--- src/hdl/mcpg_pkg.sv ---
// mcpg_pkg: shared types, field widths and register indexes of the
// min-cost cylinder path block. No dependencies.
`default_nettype none

package mcpg_pkg;

	localparam int WEIGHT_W   = 8;
	localparam int COST_W     = 14;
	localparam int NUM_ROWS_W = 6;
	localparam int NUM_COLS_W = 7;
	localparam int CFG_IDX_W  = 2;
	localparam int CFG_DATA_W = 7;

	localparam logic [CFG_IDX_W-1:0] REG_NUM_ROWS = 2'd0;
	localparam logic [CFG_IDX_W-1:0] REG_NUM_COLS = 2'd1;

	localparam int RESET_NUM_ROWS = 5;
	localparam int RESET_NUM_COLS = 6;

	typedef logic [COST_W-1:0]   cost_t;
	typedef logic [WEIGHT_W-1:0] weight_t;

	localparam cost_t COST_ALL_ONES = '1;

	// one finished grid
	typedef struct packed {
		logic  valid;
		cost_t cost;
	} res_t;

endpackage

`default_nettype wire

--- src/hdl/mcpg_ram.sv ---
// mcpg_ram: generic single-write, single-read RAM with registered read data.
// Depends on nothing.
`default_nettype none

module mcpg_ram #(
	parameter int WIDTH = 14,
	parameter int DEPTH = 32
) (
	input  wire logic                                    clk,
	input  wire logic                                    wr_en,
	input  wire logic [(DEPTH > 1 ? $clog2(DEPTH) : 1)-1:0] wr_addr,
	input  wire logic [WIDTH-1:0]                        wr_data,
	input  wire logic                                    rd_en,
	input  wire logic [(DEPTH > 1 ? $clog2(DEPTH) : 1)-1:0] rd_addr,
	output logic      [WIDTH-1:0]                        rd_data
);

	logic [WIDTH-1:0] mem_q [DEPTH];

	// read during write to the same address returns the old word
	always_ff @(posedge clk) begin
		if (wr_en) begin
			mem_q[wr_addr] <= wr_data;
		end
		if (rd_en) begin
			rd_data <= mem_q[rd_addr];
		end
	end

endmodule

`default_nettype wire

--- src/hdl/mcpg_cfg.sv ---
// mcpg_cfg: row and column count registers, clamped to the supported range
// and kept as last-index values. Depends on mcpg_pkg.
`default_nettype none

module mcpg_cfg
	import mcpg_pkg::*;
#(
	parameter int ROWS_MAX = 32,
	parameter int COLS_MAX = 64
) (
	input  wire logic                                         clk,
	input  wire logic                                         arst_n,
	input  wire logic                                         cfg_valid,
	output logic                                              cfg_ready,
	input  wire logic [CFG_IDX_W-1:0]                         cfg_index,
	input  wire logic [CFG_DATA_W-1:0]                        cfg_data,
	output logic      [(ROWS_MAX > 1 ? $clog2(ROWS_MAX) : 1)-1:0] rows_last,
	output logic      [(COLS_MAX > 1 ? $clog2(COLS_MAX) : 1)-1:0] cols_last,
	output logic                                              restart
);

	localparam int AW = ROWS_MAX > 1 ? $clog2(ROWS_MAX) : 1;
	localparam int CW = COLS_MAX > 1 ? $clog2(COLS_MAX) : 1;

	// zero acts as one, above the maximum acts as the maximum
	function automatic int clamp_last(input int v, input int hi);
		int r;
		if (v == 0) begin
			r = 0;
		end else if (v > hi) begin
			r = hi - 1;
		end else begin
			r = v - 1;
		end
		return r;
	endfunction

	localparam logic [AW-1:0] ROWS_LAST_RST = AW'(clamp_last(RESET_NUM_ROWS, ROWS_MAX));
	localparam logic [CW-1:0] COLS_LAST_RST = CW'(clamp_last(RESET_NUM_COLS, COLS_MAX));

	logic          wr;
	logic [AW-1:0] rows_last_q;
	logic [CW-1:0] cols_last_q;

	assign cfg_ready = 1'b1;
	assign wr        = cfg_valid & cfg_ready;
	assign restart   = wr & ((cfg_index == REG_NUM_ROWS) | (cfg_index == REG_NUM_COLS));

	always_ff @(posedge clk or negedge arst_n) begin
		if (!arst_n) begin
			rows_last_q <= ROWS_LAST_RST;
			cols_last_q <= COLS_LAST_RST;
		end else if (wr) begin
			if (cfg_index == REG_NUM_ROWS) begin
				rows_last_q <= AW'(clamp_last(int'(cfg_data[NUM_ROWS_W-1:0]), ROWS_MAX));
			end
			if (cfg_index == REG_NUM_COLS) begin
				cols_last_q <= CW'(clamp_last(int'(cfg_data[NUM_COLS_W-1:0]), COLS_MAX));
			end
		end
	end

	assign rows_last = rows_last_q;
	assign cols_last = cols_last_q;

endmodule

`default_nettype wire

--- src/hdl/mcpg_dp.sv ---
// mcpg_dp: column cost engine. Costs live in one RAM, written in place row by
// row; a three-entry window plus the column's row 0 cost cover the wrap.
// Depends on mcpg_pkg and mcpg_ram.
`default_nettype none

module mcpg_dp
	import mcpg_pkg::*;
#(
	parameter int ROWS_MAX = 32,
	parameter int COLS_MAX = 64
) (
	input  wire logic                                         clk,
	input  wire logic                                         arst_n,
	input  wire logic [(ROWS_MAX > 1 ? $clog2(ROWS_MAX) : 1)-1:0] rows_last,
	input  wire logic [(COLS_MAX > 1 ? $clog2(COLS_MAX) : 1)-1:0] cols_last,
	input  wire logic                                         restart,
	input  wire logic                                         in_fire,
	input  wire weight_t                                      weight,
	output res_t                                              res
);

	localparam int AW = ROWS_MAX > 1 ? $clog2(ROWS_MAX) : 1;
	localparam int CW = COLS_MAX > 1 ? $clog2(COLS_MAX) : 1;

	logic [AW-1:0] row_q;
	logic [CW-1:0] col_q;
	cost_t         min_q;
	cost_t         up_q;        // previous column, row above
	cost_t         mid_q;       // previous column, same row
	cost_t         first_q;     // previous column, row 0
	cost_t         cur0_q;      // current column, row 0
	logic          fwd_q;
	cost_t         fwd_cost_q;

	logic          last_row;
	logic          last_col;
	logic          first_col;
	cost_t         rd_data;
	cost_t         mem_down;
	cost_t         down;
	cost_t         best_um;
	cost_t         best;
	cost_t         cost;
	cost_t         c0;
	cost_t         new_min;
	logic [AW-1:0] rd_addr;

	assign last_row  = (row_q == rows_last);
	assign last_col  = (col_q == cols_last);
	assign first_col = (col_q == '0);

	// the read whose data arrives now collided with the write of the same entry
	assign mem_down = fwd_q ? fwd_cost_q : rd_data;
	assign down     = last_row ? first_q : mem_down;

	assign best_um = (up_q < mid_q) ? up_q : mid_q;
	assign best    = (down < best_um) ? down : best_um;
	assign cost    = first_col ? COST_W'(weight) : COST_W'(weight) + best;
	assign c0      = (row_q == '0) ? cost : cur0_q;
	assign new_min = (last_col && (cost < min_q)) ? cost : min_q;

	// fetch the down neighbor of the next row: row 1 once the column wraps
	assign rd_addr = last_row ? AW'(1) : AW'(row_q + AW'(2));

	mcpg_ram #(
		.WIDTH (COST_W),
		.DEPTH (ROWS_MAX)
	) u_ram (
		.clk     (clk),
		.wr_en   (in_fire),
		.wr_addr (row_q),
		.wr_data (cost),
		.rd_en   (in_fire),
		.rd_addr (rd_addr),
		.rd_data (rd_data)
	);

	always_ff @(posedge clk or negedge arst_n) begin
		if (!arst_n) begin
			row_q <= '0;
			col_q <= '0;
			min_q <= COST_ALL_ONES;
			fwd_q <= 1'b0;
		end else if (restart) begin
			row_q <= '0;
			col_q <= '0;
			min_q <= COST_ALL_ONES;
		end else if (in_fire) begin
			fwd_q <= (rd_addr == row_q);
			if (last_row) begin
				row_q <= '0;
				if (last_col) begin
					col_q <= '0;
					min_q <= COST_ALL_ONES;
				end else begin
					col_q <= col_q + CW'(1);
					min_q <= new_min;
				end
			end else begin
				row_q <= row_q + AW'(1);
				min_q <= new_min;
			end
		end
	end

	always_ff @(posedge clk) begin
		if (in_fire) begin
			fwd_cost_q <= cost;
			cur0_q     <= c0;
			if (last_row) begin
				up_q    <= cost;
				mid_q   <= c0;
				first_q <= c0;
			end else begin
				up_q  <= mid_q;
				mid_q <= mem_down;
			end
		end
	end

	assign res.valid = in_fire & last_row & last_col;
	assign res.cost  = new_min;

endmodule

`default_nettype wire

--- src/hdl/min_cost_path_grid_wrap.sv ---
// min_cost_path_grid_wrap: top level, output register and handshake.
// Depends on mcpg_pkg, mcpg_cfg, mcpg_dp.
//
//   channel | signals                              | direction
//   --------+--------------------------------------+----------
//   input   | in_valid, in_stall, weight[7:0]       | in
//   output  | out_valid, out_stall, min_cost[13:0]  | out
//   config  | cfg_valid, cfg_ready, cfg_index, cfg_data | in
//
// one weight word per cycle while in_stall is low; each weight is a read-modify-write
// of the cost RAM plus a three-way minimum and an add.
// the result word is registered and appears in the cycle after the grid's last weight.
// in_stall is high only while a result word waits and out_stall holds it.
// reset needs no clearing pass; row and column count writes restart the grid at row 0.
`default_nettype none

module min_cost_path_grid_wrap
	import mcpg_pkg::*;
#(
	parameter int ROWS_MAX = 32,
	parameter int COLS_MAX = 64
) (
	input  wire logic                  clk,
	input  wire logic                  arst_n,
	input  wire logic                  in_valid,
	output logic                       in_stall,
	input  wire logic [WEIGHT_W-1:0]   weight,
	output logic                       out_valid,
	input  wire logic                  out_stall,
	output logic      [COST_W-1:0]     min_cost,
	input  wire logic                  cfg_valid,
	output logic                       cfg_ready,
	input  wire logic [CFG_IDX_W-1:0]  cfg_index,
	input  wire logic [CFG_DATA_W-1:0] cfg_data
);

	localparam int AW = ROWS_MAX > 1 ? $clog2(ROWS_MAX) : 1;
	localparam int CW = COLS_MAX > 1 ? $clog2(COLS_MAX) : 1;

	logic [AW-1:0] rows_last;
	logic [CW-1:0] cols_last;
	logic          restart;
	logic          in_fire;
	res_t          res;
	logic          out_valid_q;
	cost_t         min_cost_q;

	mcpg_cfg #(
		.ROWS_MAX (ROWS_MAX),
		.COLS_MAX (COLS_MAX)
	) u_cfg (
		.clk       (clk),
		.arst_n    (arst_n),
		.cfg_valid (cfg_valid),
		.cfg_ready (cfg_ready),
		.cfg_index (cfg_index),
		.cfg_data  (cfg_data),
		.rows_last (rows_last),
		.cols_last (cols_last),
		.restart   (restart)
	);

	assign in_stall = out_valid_q & out_stall;
	assign in_fire  = in_valid & ~in_stall;

	mcpg_dp #(
		.ROWS_MAX (ROWS_MAX),
		.COLS_MAX (COLS_MAX)
	) u_dp (
		.clk       (clk),
		.arst_n    (arst_n),
		.rows_last (rows_last),
		.cols_last (cols_last),
		.restart   (restart),
		.in_fire   (in_fire),
		.weight    (weight),
		.res       (res)
	);

	always_ff @(posedge clk or negedge arst_n) begin
		if (!arst_n) begin
			out_valid_q <= 1'b0;
		end else if (res.valid) begin
			out_valid_q <= 1'b1;
		end else if (!out_stall) begin
			out_valid_q <= 1'b0;
		end
	end

	always_ff @(posedge clk) begin
		if (res.valid) begin
			min_cost_q <= res.cost;
		end
	end

	assign out_valid = out_valid_q;
	assign min_cost  = min_cost_q;

endmodule

`default_nettype wire

--- config.mk ---
export PLATFORM = sky130hd
export DESIGN_NAME = min_cost_path_grid_wrap
export DESIGN_NICKNAME = d
export VERILOG_FILES = /design/src/hdl/mcpg_pkg.sv /design/src/hdl/mcpg_ram.sv /design/src/hdl/mcpg_cfg.sv /design/src/hdl/mcpg_dp.sv /design/src/hdl/min_cost_path_grid_wrap.sv
export SDC_FILE = /design/constraint.sdc
export NUM_CORES = 1
export LEC_CHECK = 0
export BUFFER_PORTS_ARGS = -buffer_cell sky130_fd_sc_hd__buf_2
export CAP_MARGIN = 25
export CORE_MARGIN = 3
export CORE_UTILIZATION = 55
export CTS_BUF_LIST = sky130_fd_sc_hd__clkbuf_8
export DETAILED_ROUTE_END_ITERATION = 8
export PLACE_DENSITY = 0.71
export SYNTH_ARGS = -nofsm -noshare
export SYNTH_HDL_FRONTEND = slang
export SYNTH_SLANG_ARGS = --single-unit
--- constraint.sdc ---
create_clock -name clk -period 12.4 [get_ports clk]
set_clock_uncertainty 0.05 [all_clocks]
set_input_delay 1.24 -clock clk [delete_from_list [all_inputs] [get_ports clk]]
set_output_delay 1.24 -clock clk [all_outputs]
set_load 0.03 [all_outputs]
==> impl_metrics.yaml, run 1 <==
cells_and_area:
  diodes: 0
  drive_gt1_share_pct: 14.7
  area_delta_synth_final_pct: 11.3
  layout_common_cells: "edfxtp_1, nand2_1, a211oi_1, nor2_1, o21ai_0"
  fin_nets: 2112
  final_common_cell: "edfxtp_1"
power_and_ir_drop:
  p_leak_uw: 0.0102
  max-vdd-ir-drop_uv: 368
  pwr_density_cell_nw_per_um2: 297
detailed_routing:
  wl_per_cell_um: 23.9
  vias: 16518
  viasPerCell: 6.10
  wirelength_mm: 64.6
  dr.pass1.iters: 5
  drtIter0Drc: 1617
  drc_errors: 0
  ant_nets: 0
timing:
  tightestPinTransition_ns: 1.07
  setup_viol: 0
  post-route-period-util_pct: 84.4
  slew_headroom_pct: 28.3
  tns_ns: 0
  hold_viol_final: 0
  hold_slack_ns: 0.450
  rsz0062_at_grt: "no"
  fmax_mhz: 95.6
  fin_crit_ns: 10.47
  slew_viol_final: 0
cts:
  ctsHtreeMaxLevel: 3
  clkLatencyLatePin_ns: 0.69
  clk_pin_slew_ns: 0.06
  cts_tree: "yes"
  post_cts_buffers: 0
  cts_root_buf: "clkbuf_8"
  holdBufCountCts: 0
  cts.sinks: 584
  clock_path_buffers: 3
  cts_buffers: 93
  cts_resized: 0
min_path:
  min_path_type: "reg -> reg"
setup_path:
  crit_fanout: 34
  arrival_ns: 11.04
  cpPeakStageDelay_ns: 0.82
  crit_path_end_kind: "register"
  crit_type: "reg -> reg"
  cp.required_ns: 12.98
  cp-start-kind: "register"
  crit_slowest_cell: "o21a_1"
logic_synthesis:
  syn_avg_cell_area_um2: 13.3
  synth_xor_xnor_area_share_pct: 0.877
  synthAdderAreaFrac_pct: 2.80
  syn-cell-area_um2: 26000
  syn_inst: 1945
  synth_compound_area_share_pct: 12.9
  synth_edf_count: 546
  synth-seq-cells: 584
  synth-simple-area-share_pct: 8.60
  synth_area_leader_cell: "edfxtp_1"
  synth_cell_types: 67
  yosys_warnings: 0
  synth_mux_area_share_pct: 5.29
  ys_seq_area_share_pct: 66.9
  synth_top_family_by_area: "compound AO/OA/AOI/OAI gates"
  synth_top_area_share_pct: 63.2
  ys_top_cells_by_area: "edfxtp_1, a211oi_1, mux2i_1"
  synthArstFlopShare_pct: 6.51
  synth_nets: 2023
  synthFlopType: "edfxtp_1"
flow_run:
  drv_cap: 0
place:
  gp_routability_congestion: 0.885
  dp_hpwl_mm: 39.9
  io_buffers: 37
floorplanning:
  dieArea_um2: 49800
  die_x_um: 223
  ioPinCount: 39
  die_h_um: 223
  rows: 78
  core_um2: 46000
  initial_utilization_pct: 56.5
global_route:
  grt_max_degree: 169
  grt_pass1_wl_mm: 98.1
  track_usage_pct: 25.9
  grt_pass1_vias: 16303
  grt_overflow: 0
  antenna_found_initial: 0
run_status:
  outcome: "complete, no violations"
[state kept, by name, summed over array words and instances (netlist names)]
| name | count |
|---|---|
| min_cost | 14 |
| u_dp.up_q | 14 |
| u_dp.row_q | 5 |
| u_dp.first_q | 14 |
| u_dp.mid_q | 14 |
| u_dp.fwd_cost_q | 14 |
| u_dp.u_ram.mem_q | 448 |
| u_dp.u_ram.rd_data | 14 |
| u_dp.fwd_q | 1 |
| u_dp.col_q | 6 |
| u_dp.min_q | 14 |
| u_cfg.cols_last | 6 |
| out_valid | 1 |
| u_dp.cur0_q | 14 |
| u_cfg.rows_last | 5 |
[cell usage after synthesis (17+ instances only)]
cell and instances:
nand2_1 178, nor2b_1 89, xnor2_1 18, clkbuf_1 84, inv_1 58, o21a_1 26
a21o_1 25, dfstp_2 17, a2111oi_0 28, a31oi_1 31, edfxtp_1 546, nor3_1 27
ha_1 55, buf_1 19, nor2_1 125, o21ai_0 115, a211oi_1 137, a21oi_1 82
mux2i_1 82, dfrtp_1 21, mux2_2 21
[through the flow]
| stage | total power [µW] | instance area (µm²) | util, % | cells | setup WS [ns] |
|---|---|---|---|---|---|
| after global routing | 9020 | 28900 | 62.9 | 2709 | 0.911 |
| after CTS | 8600 | 28900 | 62.9 | 2709 | 1.96 |
| after detailed placement | 7000 | 27100 | 58.9 | 2539 | 1.98 |
| final | 8580 | 28900 | 62.9 | 2709 | 1.93 |
| after global placement | 6860 | 27000 | 58.8 | 2535 | 2.21 |
| after floorplan | 5400 | 26000 | - | 1945 | 3.28 |
[per-layer routing]
| layer | track usage, % | up-vias | part of all wire, % |
|---|---|---|---|
| met5 | 0 | - | 0 |
| met4 | 13.6 | 0 | 5.3 |
| met3 | 4.00 | 122 | 6.1 |
| met2 | 41.9 | 597 | 48 |
| met1 | 34.1 | 8195 | 40 |
| li1 | - | 7604 | - |
[power by group]
part	internal (µW)	total, µW	leakage (µW)	switching [µW]
combinational	963	3630	0.00378	2670
clock	833	1590	0.000991	756
sequential	3280	3360	0.00543	76.6
total	5080	8580	0.0102	3500
[kinds of logic after synthesis]
family,Yosys count
AOI/OAI and AO/OA,506
muxes,117
xor gates and xnor gates,26
and+or+nand+nor,481
buffers and inverters,172
adders and majority gates,58
DFF,584
other,1
[path summary, 6_finish.rpt]
path                                                  endpoint                            from  cells past startpoint  slack [ns]
worst max-delay path                 u_dp.min_q[8]$_DFFE_PN1P_         u_dp.mid_q[3]$_DFFE_PP_                     38        1.93
worst min-delay path            u_cfg.cols_last[2]$_DFFE_PN1P_  u_cfg.cols_last[2]$_DFFE_PN1P_                      2        0.45
worst max register to register       u_dp.min_q[8]$_DFFE_PN1P_         u_dp.mid_q[3]$_DFFE_PP_                     38        1.93
worst min register to register  u_cfg.cols_last[2]$_DFFE_PN1P_  u_cfg.cols_last[2]$_DFFE_PN1P_                      2        0.45
max in group asynchronous            u_dp.row_q[0]$_DFFE_PN0P_                          arst_n                      1       10.93
min in group asynchronous            u_dp.col_q[3]$_DFFE_PN0P_                          arst_n                      1        0.65
[layout make-up]
cell class,count,area (µm²)
clock inverter,74,485
sequential,584,17400
fill,3398,17100
multi-input combinational,1189,8010
tap,600,751
clock buffer,96,1320
timing repair buffer,107,739
inverter,59,221
[worst max-delay path, delay by kind of cell (launching register included)]
kind | cells | cell delay, ns
muxes | 1 | 0.44
and+or+nand+nor | 6 | 1.11
buffers and inverters | 6 | 1.55
DFF | 1 | 0.38
adders and majority gates | 5 | 1.56
AOI/OAI and AO/OA | 20 | 5.30
(Power assumes the default switching activity.)
==> run 2: changes to the inputs <==
clock period = 10.7 ns   (was 12.4 ns; I/O delays follow)
==> impl_metrics.yaml, run 2 (synthesis results as in run 1) <==
floorplanning:
  rows: 78
  dieArea_um2: 49800
  die_x_um: 223
  ioPinCount: 39
  core_um2: 46000
  initial_utilization_pct: 56.5
  die_h_um: 223
timing:
  setup_viol: 0
  fin_crit_ns: 9.76
  rsz0062_at_grt: "no"
  slew_headroom_pct: 29.6
  fmax_mhz: 102
  tightestPinTransition_ns: 1.05
  hold_viol_final: 0
  post-route-period-util_pct: 91.2
  slew_viol_final: 0
  tns_ns: 0
cells_and_area:
  area_delta_synth_final_pct: 11.1
  final_common_cell: "edfxtp_1"
  layout_common_cells: "edfxtp_1, nand2_1, a211oi_1, nor2_1, o21ai_0"
  diodes: 0
  fin_nets: 2115
  stdcell_area_um2: 28800
  final_cells: 2714
  top_register: "u_dp.u_ram.mem_q"
  largest_reg_flops: 448
  drive_gt1_share_pct: 14.6
cts:
  holdBufCountCts: 0
  clk_pin_slew_ns: 0.06
  cts_root_buf: "clkbuf_8"
  cts.sinks: 584
  cts_buffers: 92
  cts_tree: "yes"
  post_cts_buffers: 0
  cts_resized: 0
  clock_path_buffers: 3
  ctsHtreeMaxLevel: 3
  clkLatencyLatePin_ns: 0.68
detailed_routing:
  viasPerCell: 6.04
  wl_per_cell_um: 23.6
  ant_nets: 0
  dr.pass1.iters: 5
  vias: 16390
  wirelength_mm: 64.2
  drtIter0Drc: 1757
  drc_errors: 0
power_and_ir_drop:
  p_total_uw: 9890
  internal-power_uw: 5810
  p_clk_share_pct: 17.6
  p_seq_share_pct: 39.3
  pwr_density_cell_nw_per_um2: 343
  netSwitchingFraction_pct: 41.3
  comb_power_share_pct: 43.2
  max-vdd-ir-drop_uv: 312
  p_leak_uw: 0.0102
  p_sw_uw: 4080
global_route:
  antenna_found_initial: 0
  grt_pass1_vias: 15979
  grt_overflow: 0
  track_usage_pct: 25.6
  grt_pass1_wl_mm: 96.4
  grt_max_degree: 169
min_path:
  min_path_type: "in -> async"
place:
  gp_routability_congestion: 0.890
  dp_cells: 2541
  io_buffers: 37
  dpl_cell_area_um2: 27100
  dp_hpwl_mm: 39.9
setup_path:
  crit_top_cell: "ha_1"
  crit_type: "reg -> reg"
  cpPeakStageDelay_ns: 0.64
  arrival_ns: 10.31
  crit_fanout: 15
  crit_slowest_cell: "a31oi_2"
  crit_buf_inv: 4
  cp.required_ns: 11.24
  crit_family: "compound AO/OA/AOI/OAI gates"
  crit_path_end_kind: "register"
  cp-start-kind: "register"
flow_run:
  drv_cap: 0
run_status:
  outcome: "complete, no violations"
run 2: final timing paths:
| path | slack (ns) | from | endpoint | depth (start not counted) |
|---|---|---|---|---|
| worst max register to register | 0.94 | u_dp.up_q[11]$_DFFE_PP_ | u_dp.min_q[8]$_DFFE_PN1P_ | 35 |
| worst min register to register | 0.44 | u_cfg.cols_last[2]$_DFFE_PN1P_ | u_cfg.cols_last[2]$_DFFE_PN1P_ | 2 |
| worst max-delay path | 0.94 | u_dp.up_q[11]$_DFFE_PP_ | u_dp.min_q[8]$_DFFE_PN1P_ | 35 |
| worst min-delay path | 0.17 | arst_n | u_dp.col_q[0]$_DFFE_PN0P_ | 1 |
| max in group asynchronous | 9.94 | arst_n | u_dp.min_q[4]$_DFFE_PN1P_ | 2 |
| min in group clk | 0.44 | u_cfg.cols_last[2]$_DFFE_PN1P_ | u_cfg.cols_last[2]$_DFFE_PN1P_ | 2 |
run 2: per-layer routing:
metal | vias up | part of all wire [%] | global-route usage [%]
met5 | - | 0 | 0
li1 | 7610 | - | -
met2 | 572 | 47 | 40.3
met3 | 151 | 6.6 | 4.34
met4 | 0 | 5.3 | 14.2
met1 | 8057 | 41 | 34.2
run 2: through the flow:
| stage | hold WS (ns) | setup slack (ns) | util [%] |
|---|---|---|---|
| CTS | 0.443 | 0.979 | 62.6 |
| floorplan | 0.408 | 1.58 | - |
| detailed placement | 0.434 | 0.999 | 58.9 |
| finish | 0.165 | 0.937 | 62.7 |
| global placement | 0.424 | 1.21 | 58.8 |
| global route | 0.130 | 0.126 | 62.7 |
run 2: layout make-up:
class                           instances  area (µm²)
Sequential cell                       584       17400
Fill cell                            3446       17100
Multi-Input combinational cell       1189        8010
Clock buffer                          100        1380
Timing Repair Buffer                  111         777
Tap cell                              600         751
Clock inverter                         71         329
Inverter                               59         221
run 2: power by group through the flow:
stage / clock [µW] / combinational, µW / sequential, µW
floorplan: 0 / 2340 / 3920
global route: 1880 / 4600 / 3910
global placement: 0 / 4120 / 3920
detailed placement: 0 / 4230 / 3930
CTS: 1770 / 4250 / 3880
finish: 1740 / 4270 / 3890
